$ cat src/rtl/fixed_point_square_root_core_assert.svh
// Assertion macros for the RTL files that check their own logic.
// Each macro expects a clock named clk and an active-low reset named arst_n in scope.
`ifndef FIXED_POINT_SQUARE_ROOT_CORE_ASSERT_SVH
`define FIXED_POINT_SQUARE_ROOT_CORE_ASSERT_SVH

// The expression holds at every clock edge out of reset.
`define FPSR_ASSERT_ALWAYS(label, expr) \
	label: assert property (@(posedge clk) disable iff (!arst_n) (expr)) \
		else $error("invariant violated");

// The consequent holds in the same cycle as the antecedent.
`define FPSR_ASSERT_IMPL(label, ante, cons) \
	label: assert property (@(posedge clk) disable iff (!arst_n) (ante) |-> (cons)) \
		else $error("same-cycle implication violated");

// The consequent holds in the cycle after the antecedent.
`define FPSR_ASSERT_NEXT(label, ante, cons) \
	label: assert property (@(posedge clk) disable iff (!arst_n) (ante) |=> (cons)) \
		else $error("next-cycle implication violated");

`endif

$ cat src/rtl/fpsr_pkg.sv
package fpsr_pkg;

	// Default width of the signed radicand.
	localparam int INPUT_BITS_DEF = 32;

	// Scale factor applied before the root: 1000 squared.
	localparam int MILLI_SQ_BITS = 20;
	localparam logic [MILLI_SQ_BITS-1:0] MILLI_SQ = 20'd1000000;

	// Width of the result; wider roots saturate.
	localparam int OUT_BITS = 26;

	// Controller states.
	typedef enum logic [1:0] {
		ST_IDLE,
		ST_MUL,
		ST_ROOT,
		ST_EMIT
	} fpsr_state_t;

	// Commands from the controller to the datapath.
	typedef struct packed {
		logic load;
		logic sum;
		logic step;
		logic emit;
	} fpsr_cmd_t;

endpackage

$ cat src/rtl/fpsr_dp.sv
module fpsr_dp #(
	parameter int INPUT_BITS = fpsr_pkg::INPUT_BITS_DEF
) (
	input  logic                                clk,
	input  logic signed [INPUT_BITS-1:0]        radicand,
	input  fpsr_pkg::fpsr_cmd_t                 cmd,
	output logic [fpsr_pkg::OUT_BITS-1:0]       root_milli
);

	localparam int K_BITS       = fpsr_pkg::MILLI_SQ_BITS;
	localparam int MAG_BITS     = INPUT_BITS - 1;
	localparam int LO_BITS      = (MAG_BITS + 1) / 2;
	localparam int HI_BITS      = MAG_BITS - LO_BITS;
	localparam int LO_PROD_BITS = LO_BITS + K_BITS;
	localparam int HI_PROD_BITS = HI_BITS + K_BITS;
	localparam int PROD_BITS    = MAG_BITS + K_BITS;
	localparam int ROOT_BITS    = (PROD_BITS + 1) / 2;
	localparam int RAD_BITS     = 2 * ROOT_BITS;
	localparam int REM_BITS     = ROOT_BITS + 1;
	localparam int OB           = fpsr_pkg::OUT_BITS;

	logic [MAG_BITS-1:0]     mag;
	logic [LO_PROD_BITS-1:0] lo_prod_s1;
	logic [HI_PROD_BITS-1:0] hi_prod_s1;
	logic [RAD_BITS-1:0]     rad_q;
	logic [REM_BITS-1:0]     rem_q;
	logic [ROOT_BITS-1:0]    root_q;
	logic [REM_BITS+1:0]     rem_shift;
	logic [REM_BITS+1:0]     trial;
	logic [REM_BITS+1:0]     rem_diff;
	logic                    take;
	logic [OB-1:0]           root_sat;
	logic [OB-1:0]           root_milli_q;

	// Zero and negative radicands both reduce to a zero magnitude.
	assign mag = radicand[INPUT_BITS-1] ? '0 : MAG_BITS'($unsigned(radicand));

	// Scale by one million as two half-width products, registered.
	always_ff @(posedge clk) begin
		if (cmd.load) begin
			lo_prod_s1 <= LO_PROD_BITS'(mag[LO_BITS-1:0]) * LO_PROD_BITS'(fpsr_pkg::MILLI_SQ);
			hi_prod_s1 <= HI_PROD_BITS'(mag[MAG_BITS-1:LO_BITS])
				* HI_PROD_BITS'(fpsr_pkg::MILLI_SQ);
		end
	end

	// One root bit per step: bring down two radicand bits, try (4*root+1).
	assign rem_shift = {rem_q, rad_q[RAD_BITS-1 -: 2]};
	assign trial     = {1'b0, root_q, 2'b01};
	assign rem_diff  = rem_shift - trial;
	assign take      = (rem_shift >= trial);

	// Radicand, partial remainder and root registers.
	always_ff @(posedge clk) begin
		if (cmd.sum) begin
			rad_q  <= (RAD_BITS'(hi_prod_s1) << LO_BITS) + RAD_BITS'(lo_prod_s1);
			rem_q  <= '0;
			root_q <= '0;
		end else if (cmd.step) begin
			rad_q  <= rad_q << 2;
			rem_q  <= take ? rem_diff[REM_BITS-1:0] : rem_shift[REM_BITS-1:0];
			root_q <= {root_q[ROOT_BITS-2:0], take};
		end
	end

	// Fit the root to the output width, saturating when it is wider.
	generate
		if (ROOT_BITS > OB) begin : g_sat
			assign root_sat = (|root_q[ROOT_BITS-1:OB]) ? '1 : root_q[OB-1:0];
		end else begin : g_ext
			assign root_sat = OB'(root_q);
		end
	endgenerate

	// Output register, loaded when the result is handed to the output slot.
	always_ff @(posedge clk) begin
		if (cmd.emit) begin
			root_milli_q <= root_sat;
		end
	end

	assign root_milli = root_milli_q;

endmodule

$ cat src/rtl/fpsr_ctrl.sv
module fpsr_ctrl #(
	parameter int ROOT_BITS = (fpsr_pkg::INPUT_BITS_DEF + fpsr_pkg::MILLI_SQ_BITS) / 2
) (
	input  logic                clk,
	input  logic                arst_n,
	input  logic                radicand_valid,
	output logic                radicand_ready,
	output logic                root_valid,
	input  logic                root_ready,
	output fpsr_pkg::fpsr_cmd_t cmd
);

	localparam int CNT_BITS = (ROOT_BITS > 1) ? $clog2(ROOT_BITS) : 1;
	localparam logic [CNT_BITS-1:0] CNT_LAST = CNT_BITS'(ROOT_BITS - 1);

	fpsr_pkg::fpsr_state_t state_q, state_d;
	logic [CNT_BITS-1:0]   cnt_q, cnt_d;
	logic                  out_valid_q, out_valid_d;

	// State, step counter and output valid registers.
	always_ff @(posedge clk or negedge arst_n) begin
		if (!arst_n) begin
			state_q     <= fpsr_pkg::ST_IDLE;
			cnt_q       <= '0;
			out_valid_q <= 1'b0;
		end else begin
			state_q     <= state_d;
			cnt_q       <= cnt_d;
			out_valid_q <= out_valid_d;
		end
	end

	// Next state and datapath commands.
	always_comb begin
		state_d        = state_q;
		cnt_d          = cnt_q;
		cmd            = '0;
		radicand_ready = 1'b0;
		case (state_q)
			fpsr_pkg::ST_IDLE: begin
				radicand_ready = 1'b1;
				if (radicand_valid) begin
					cmd.load = 1'b1;
					state_d  = fpsr_pkg::ST_MUL;
				end
			end
			fpsr_pkg::ST_MUL: begin
				cmd.sum = 1'b1;
				cnt_d   = '0;
				state_d = fpsr_pkg::ST_ROOT;
			end
			fpsr_pkg::ST_ROOT: begin
				cmd.step = 1'b1;
				cnt_d    = cnt_q + 1'b1;
				if (cnt_q == CNT_LAST) begin
					state_d = fpsr_pkg::ST_EMIT;
				end
			end
			fpsr_pkg::ST_EMIT: begin
				// Wait until the output slot is empty or being emptied.
				if (!out_valid_q || root_ready) begin
					cmd.emit = 1'b1;
					state_d  = fpsr_pkg::ST_IDLE;
				end
			end
			default: begin
				state_d = fpsr_pkg::ST_IDLE;
			end
		endcase
	end

	// The output slot fills on emit and drains on a transfer.
	always_comb begin
		if (cmd.emit) begin
			out_valid_d = 1'b1;
		end else if (root_ready) begin
			out_valid_d = 1'b0;
		end else begin
			out_valid_d = out_valid_q;
		end
	end

	assign root_valid = out_valid_q;

endmodule

$ cat src/rtl/fixed_point_square_root_core.sv
// Fixed-point square root: for each signed radicand the core returns
// root_milli = floor(sqrt(radicand * 1000000)), the root with three decimal digits;
// zero and negative radicands give zero, and a root wider than 26 bits (possible
// only with INPUT_BITS above 32) saturates at all ones. One item is in flight at a
// time: after a radicand is taken the core runs the scaling multiply, the partial
// product sum, the digit-by-digit root recurrence, which settles one root bit per
// cycle, and the load of the output register before it takes the next radicand;
// the recurrence yields ROOT_BITS = (INPUT_BITS + 20) / 2 root bits, 26 by default.
// The output register lets the core take the next radicand while a result still
// waits to be transferred out; the load of a new result waits until that one goes.
`include "fixed_point_square_root_core_assert.svh"

module fixed_point_square_root_core #(
	parameter int INPUT_BITS = fpsr_pkg::INPUT_BITS_DEF
) (
	input  logic                          clk,
	input  logic                          arst_n,
	input  logic                          radicand_valid,
	output logic                          radicand_ready,
	input  logic signed [INPUT_BITS-1:0]  radicand,
	output logic                          root_valid,
	input  logic                          root_ready,
	output logic [fpsr_pkg::OUT_BITS-1:0] root_milli
);

	localparam int ROOT_BITS = (INPUT_BITS + fpsr_pkg::MILLI_SQ_BITS) / 2;

	fpsr_pkg::fpsr_cmd_t cmd;

	// Sequencer: handshakes and step counting.
	fpsr_ctrl #(
		.ROOT_BITS (ROOT_BITS)
	) u_ctrl (
		.clk            (clk),
		.arst_n         (arst_n),
		.radicand_valid (radicand_valid),
		.radicand_ready (radicand_ready),
		.root_valid     (root_valid),
		.root_ready     (root_ready),
		.cmd            (cmd)
	);

	// Scaling multiply, root recurrence and output register.
	fpsr_dp #(
		.INPUT_BITS (INPUT_BITS)
	) u_dp (
		.clk        (clk),
		.radicand   (radicand),
		.cmd        (cmd),
		.root_milli (root_milli)
	);

	// At most one datapath command is issued per cycle.
	`FPSR_ASSERT_ALWAYS(a_cmd_onehot, $onehot0({cmd.load, cmd.sum, cmd.step, cmd.emit}))
	// A new result is never written over one that has not been transferred.
	`FPSR_ASSERT_IMPL(a_no_overwrite, cmd.emit, !root_valid || root_ready)
	// After a radicand is taken the core is busy in the next cycle.
	`FPSR_ASSERT_NEXT(a_busy_after_take, radicand_valid && radicand_ready, !radicand_ready)

endmodule
$ cat config.mk
export PLATFORM = sky130hd
export DESIGN_NAME = fixed_point_square_root_core
export DESIGN_NICKNAME = d
export VERILOG_FILES = /design/src/rtl/fpsr_pkg.sv /design/src/rtl/fpsr_dp.sv /design/src/rtl/fpsr_ctrl.sv /design/src/rtl/fixed_point_square_root_core.sv
export VERILOG_INCLUDE_DIRS = /design/src /design/src/rtl
export SDC_FILE = /design/constraint.sdc
export NUM_CORES = 1
export LEC_CHECK = 0
export BUFFER_PORTS_ARGS = -buffer_cell sky130_fd_sc_hd__buf_2
export CAP_MARGIN = 10
export CORE_ASPECT_RATIO = 2
export CORE_MARGIN = 2
export CORE_UTILIZATION = 58
export CTS_BUF_LIST = sky130_fd_sc_hd__clkbuf_16
export CTS_CLUSTER_DIAMETER = 200
export CTS_CLUSTER_SIZE = 28
export DETAILED_ROUTE_END_ITERATION = 6
export PLACE_DENSITY = 0.76
export SETUP_SLACK_MARGIN = 0.1
export SLEW_MARGIN = 20
export SYNTH_ARGS = -nofsm -noshare
export SYNTH_HDL_FRONTEND = slang
export SYNTH_SLANG_ARGS = --single-unit
$ cat constraint.sdc
create_clock -name clk -period 2.81 [get_ports clk]
set_clock_uncertainty 0.2 [all_clocks]
set_input_delay 0.281 -clock clk [delete_from_list [all_inputs] [get_ports clk]]
set_output_delay 0.281 -clock clk [all_outputs]
set_load 0.05 [all_outputs]
Yosys cells after proc, flatten, opt, wreduce, memory -nomap -nowiden --
Cells that the tools add are included.
Operators by class: $add $sub $neg 3, multipliers 2, magnitude comparators 1, eq/ne operators 7, multiplexer cells 18, reductions and logical operators 7
Operators with widths (count):
- two-way mux 52 bit | 2
- adder 51 x 36 -> 52 bit | 1
- two-way mux 31 bit | 1
- multiplier 16 x 14 -> 30 bit, second input constant | 1
- greater-or-equal comparator 29 x 28 -> 1 bit | 1
- multiplier 15 x 14 -> 29 bit, second input constant | 1
- two-way mux 27 bit | 1
- subtractor 27 bit | 1
- one-hot mux 5 bit (2 select lines) | 1
- two-way mux 1 bit | 9
- one-hot mux 2 bit (4 select lines) | 1
- two-way mux 2 bit | 3
- nonzero test 2 bit | 3
- adder 5 x 1 -> 5 bit, second input constant | 1
- equality test 5 bit, second input constant | 1
- equality test 2 bit, second input constant | 2
- != test 2 x 1 -> 1 bit, second input constant | 2
- AND reduction 3 bit | 1
- equality test 2 x 1 -> 1 bit, second input constant | 1
- zero test 2 bit | 1
- != test 2 bit, second input constant | 1
- zero test 1 bit | 1
- logical OR 1 bit | 1
Word-level totals: register bits after elaboration 198, bits of input ports 36, word-level logic and storage cells 47

Logic depth before layout (Yosys ltp) --
depth in word-level cells 5, mapped depth 24, gate-level depth less buffers 23

By module --
Synthesis repeated with hierarchy kept, for this count alone.
Unflattened totals: cell total of the unflattened synthesis 1684, area total of the unflattened synthesis 17035.1 um2
Modules (own cells, without submodules):
- fpsr_dp | instances 1, cells an instance 1636, area each 16540.9 um2
- fpsr_ctrl | instances 1, cells an instance 48, area each 494.2 um2

Least setup slack after synthesis --
OpenSTA, ideal clock, no wires.
kind input-to-reg, start point input radicand[3], end point register u_dp.lo_prod_s1[32] (data pin), library setup time 258 ps, arrival time 5514 ps, required time 2352 ps, slack -3161 ps, stages 19, path buffers 1, cells stage by stage clkbuf_1 -> nor2b_1 -> ha_1 -> inv_1 -> fa_1 -> fa_1 -> fa_1 -> inv_1 -> ha_1 -> fa_1 -> ha_1 -> a21o_1 -> a21o_1 -> a2111oi_0 -> a21oi_1 -> and2_1 -> a221o_1 -> a21oi_1 -> xnor2_1
Between the ends: longest elaborated chain between the ends 2
RTL lines:
- start, declared | RTL line fixed_point_square_root_core.sv:20 | input logic signed [INPUT_BITS-1:0] radicand,
- two-way mux 31 bit | RTL line fpsr_dp.sv:36 | assign mag = radicand[INPUT_BITS-1] ? '0 : MAG_BITS'($unsigned(radicand));
- multiplier 16 x 14 -> 30 bit | RTL line fpsr_dp.sv:41 | lo_prod_s1 <= LO_PROD_BITS'(mag[LO_BITS-1:0]) * LO_PROD_BITS'(fpsr_pkg::MILLI_SQ);
- end signal, assigned | RTL line fpsr_dp.sv:41
- end, declared | RTL line fpsr_dp.sv:23 | logic [LO_PROD_BITS-1:0] lo_prod_s1;
No other way between the ends. A chain may end at the register's enable or synchronous reset.

Worst setup path after layout --
start point input radicand[31], end point register u_dp.lo_prod_s1[35] (data pin)
The elaborated chain is that of the path after synthesis.

==> results.toml <==
[floorplanning]
fp.coreArea_um2 = 28850
die_h_um = 246.0
ios = 64
initial_core_util_pct = 58.86
num_rows = 88
dieArea_um2 = 30740
fp.dieW_um = 125.0

[sta]
slew-limit-headroom_pct = 58.52
slew_viol_final = 0
tightestPinTransition_ps = 622.2
hold_viol = 0
min_period_ps = 5364
fin_crit_sh_pct = 190.9
fmax_mhz = 186.4
setup_viol_count_final = 66
worst_slack_ps = -2554
whs_ps = 114.8
rsz0062_at_grt = "true"

[placement]
port_buffers = 63
hpwl_um = 33230
gp_congestion = 0.9728
placed_cell_area_um2 = 21000
post-place-ws_ps = -2782

[worst_setup_path]
cp-end-kind = "flop"
reg2reg_to = "u_dp.rem_q[8]"
path_cells = "buf_12 > buf_6 > buf_16 > nand2b_2 > buf_4 > fa_1 > inv_1 > fa_1 > fa_1 > ha_1 > ha_1 > ha_1 > ha_1 > a21oi_1 > nor2b_1 > o21ai_1 > nand2b_1 > and3_1 > a211oi_1 > o211ai_1"
worst_setup_path_start_kind = "primary input"
cp_data_arrival_time_ps = 5350
rrSetupSlack_ps = -170
slowest_stage = "fa_1"
cp-endpoint = "u_dp.lo_prod_s1[35]"
r2r_start = "u_dp.rem_q[8]"
path_class = "in2reg"
cp_common_cell = "ha_1"
critPathLaunch = "radicand[31]"
slowest_delay_ps = 570
cp_data_required_time_ps = 2790
rr_worst_depth = 10
cp_max_fo = 11

[status]
violations = "setup timing"
status = "complete, but fails checks"

[route]
ant_nets = 0
drt_pre_antenna_iters = 6
drc = 0
drt_iter0_drc = 1294
via_count = 15950
post_drt_wl_per_cell_um = 24.40
vias_per_cell = 6.371
wl_um = 61100

[grt]
grt_max_degree = 47
grt_pass1_vias = 16240
grt_pass1_wl_um = 79560
grt_remaining_overflow = 0
antenna_found_initial = 0
grt_util_all_layers_pct = 32.62

[cells_and_area]
regArea_um2 = 5207
fill_cells = 1298
final_area_um2 = 24350
finish.utilization_pct = 84.40
n_antenna_cell = 0
multi_input_area_um2 = 13290
area_growth_pct = 43.40
nNetsFinal = 2516
drive_gt1_share_pct = 42.63

[yosys]
ys_types = 74
syn_inst = 1675
synth_warnings = 0
synth_nets = 2060
synth-async-reset-ratio_pct = 4.167
synth_top_area_cell = "edfxtp_1"
synth_area_leaders = "edfxtp_1 (23%), ha_1 (18%), fa_1 (12%)"
synth-main-ff-cell = "edfxtp_1"
syn_area_um2 = 16980
netlist.area_leader.share_pct = 23.17
syn_avg_cell_area_um2 = 10.14
ys_seq_area_share_pct = 30.60
synth-edff-count = 131
ys_ff_latch = 192

[pwr]
p_leak_nw = 11.02
vdd_drop_max_mv = 0.6626
powerDensity_nw_per_um2 = 1165
power_mw = 28.35

[run]
max_cap_viol_count = 0

[clock_network]
cts_made_buffers = 17
clockBufferDepth = 2
clkLatencyLatePin_ps = 460
cts_root_buf = "clkbuf_16"
cts_tree = "done"
path_clk_slew_ps = 70
htreeDepth = 4
cts.sinks = 192

[min_path]
hp-class = "in2reg"
==> power by group <==
part           total [mW]  switching (mW)  internal (mW)
clock network        2.55            1.21           1.34
logic                20.6            11.0           9.69
registers            5.15           0.535           4.62
total                28.4            12.7           15.7
==> timing repair <==
| action | in CTS | in global routing |
|---|---|---|
| cloned | 4 | 0 |
| buffers inserted | 36 | 32 |
| pin swaps | 105 | 155 |
| endpoints found under the setup margin | 86 | 89 |
| hold endpoints to repair | 9 | 0 |
| gates resized for setup | 234 | 190 |
| hold buffers | 3 | 0 |
==> cells in the mapped netlist, drive strengths merged, types with 12 or more instances <==
cell,instances
mux2i,43
nor2b,31
clkbuf,42
o21ai,61
nand2b,38
a21o,38
o21bai,15
xnor2,86
edfxtp,131
xor2,20
buf,12
o21a,14
nand2,75
nor2,118
nand3,18
inv,211
dfxtp,53
mux2,22
fa,98
a211oi,36
nand4,17
ha,251
a21oi,103
==> state kept, by name, summed over array words and instances, names as in the netlist <==
name and cells:
u_dp.root_milli 26, u_ctrl.root_valid 1, u_dp.root_q 26, u_ctrl.cnt_q 5
u_dp.rad_q 46, u_dp.lo_prod_s1 30, u_dp.rem_q 27, u_dp.hi_prod_s1 29
u_ctrl.state_q 2
==> layout make-up <==
type / instances / share of cell area [%]
clock inverters: 15 / 0.7400
clock buffers: 17 / 1.747
multi-input cells: 1218 / 54.59
well taps: 360 / 1.850
inverters: 211 / 3.315
flip-flops and latches: 192 / 21.39
repair buffers: 491 / 16.37
==> routing by layer <==
metal	global-route usage [%]	vias to the layer above	wire [um]
met5	0	-	0
met4	22.58	0	6471
met3	4.460	496	3637
met2	65.06	1012	32330
met1	29.38	7667	18660
li1	-	6777	-
==> metrics by stage <==
step | TNS, ps | std cells
5_1_grt | -76200 | 2504
3_5_place_dp | -90020 | 2404
3_3_place_gp | -84470 | 2404
2_1_floorplan | -66420 | 1675
4_1_cts | -62170 | 2478
6_report | -71260 | 2504
==> cell families after synthesis <==
group / after synthesis / share of synthesized area [%]
AND/OR/NAND/NOR: 356 / 10.37
flip-flops: 192 / 30.60
buffers and inverters: 265 / 6.168
multiplexers: 65 / 3.994
XOR/XNOR: 106 / 5.468
adder cells (fa/ha/maj): 349 / 30.05
AO/OA/AOI/OAI: 342 / 13.35
==> worst min-delay path by stage <==
| stage | startpoint | end | slack, ps | depth (start not counted) |
|---|---|---|---|---|
| 3_3_place_gp | arst_n | u_ctrl.root_valid | -70 | 1 |
| 6_report | radicand[1] | u_dp.lo_prod_s1[7] | 110 | 3 |
| 2_1_floorplan | arst_n | u_ctrl.cnt_q[0] | -210 | 0 |
| 5_1_grt | radicand[1] | u_dp.lo_prod_s1[7] | 100 | 3 |
| 4_1_cts | radicand[1] | u_dp.lo_prod_s1[7] | 40 | 3 |
| 3_5_place_dp | arst_n | u_ctrl.cnt_q[4] | -70 | 1 |
==> cell usage in the layout (no fill, tap or decap), types with 30 or more instances in the layout <==
master and n:
a21o_1 38, a21oi_1 60, a21oi_2 30, buf_2 56
buf_4 364, buf_6 48, dfxtp_1 43, edfxtp_1 131
fa_1 95, ha_1 165, ha_4 80, inv_1 170
inv_2 35, mux2i_1 36, nand2_1 63, nor2_1 98
o21ai_0 32, xnor2_1 70
==> critical path: cells and delay by family <==
kind,cells,cell delay (ps)
compound gates,4,810
fa+ha+maj,7,2690
buf+inv,5,880
simple gates,4,650
No activity file was read; power rests on OpenSTA's default activity.
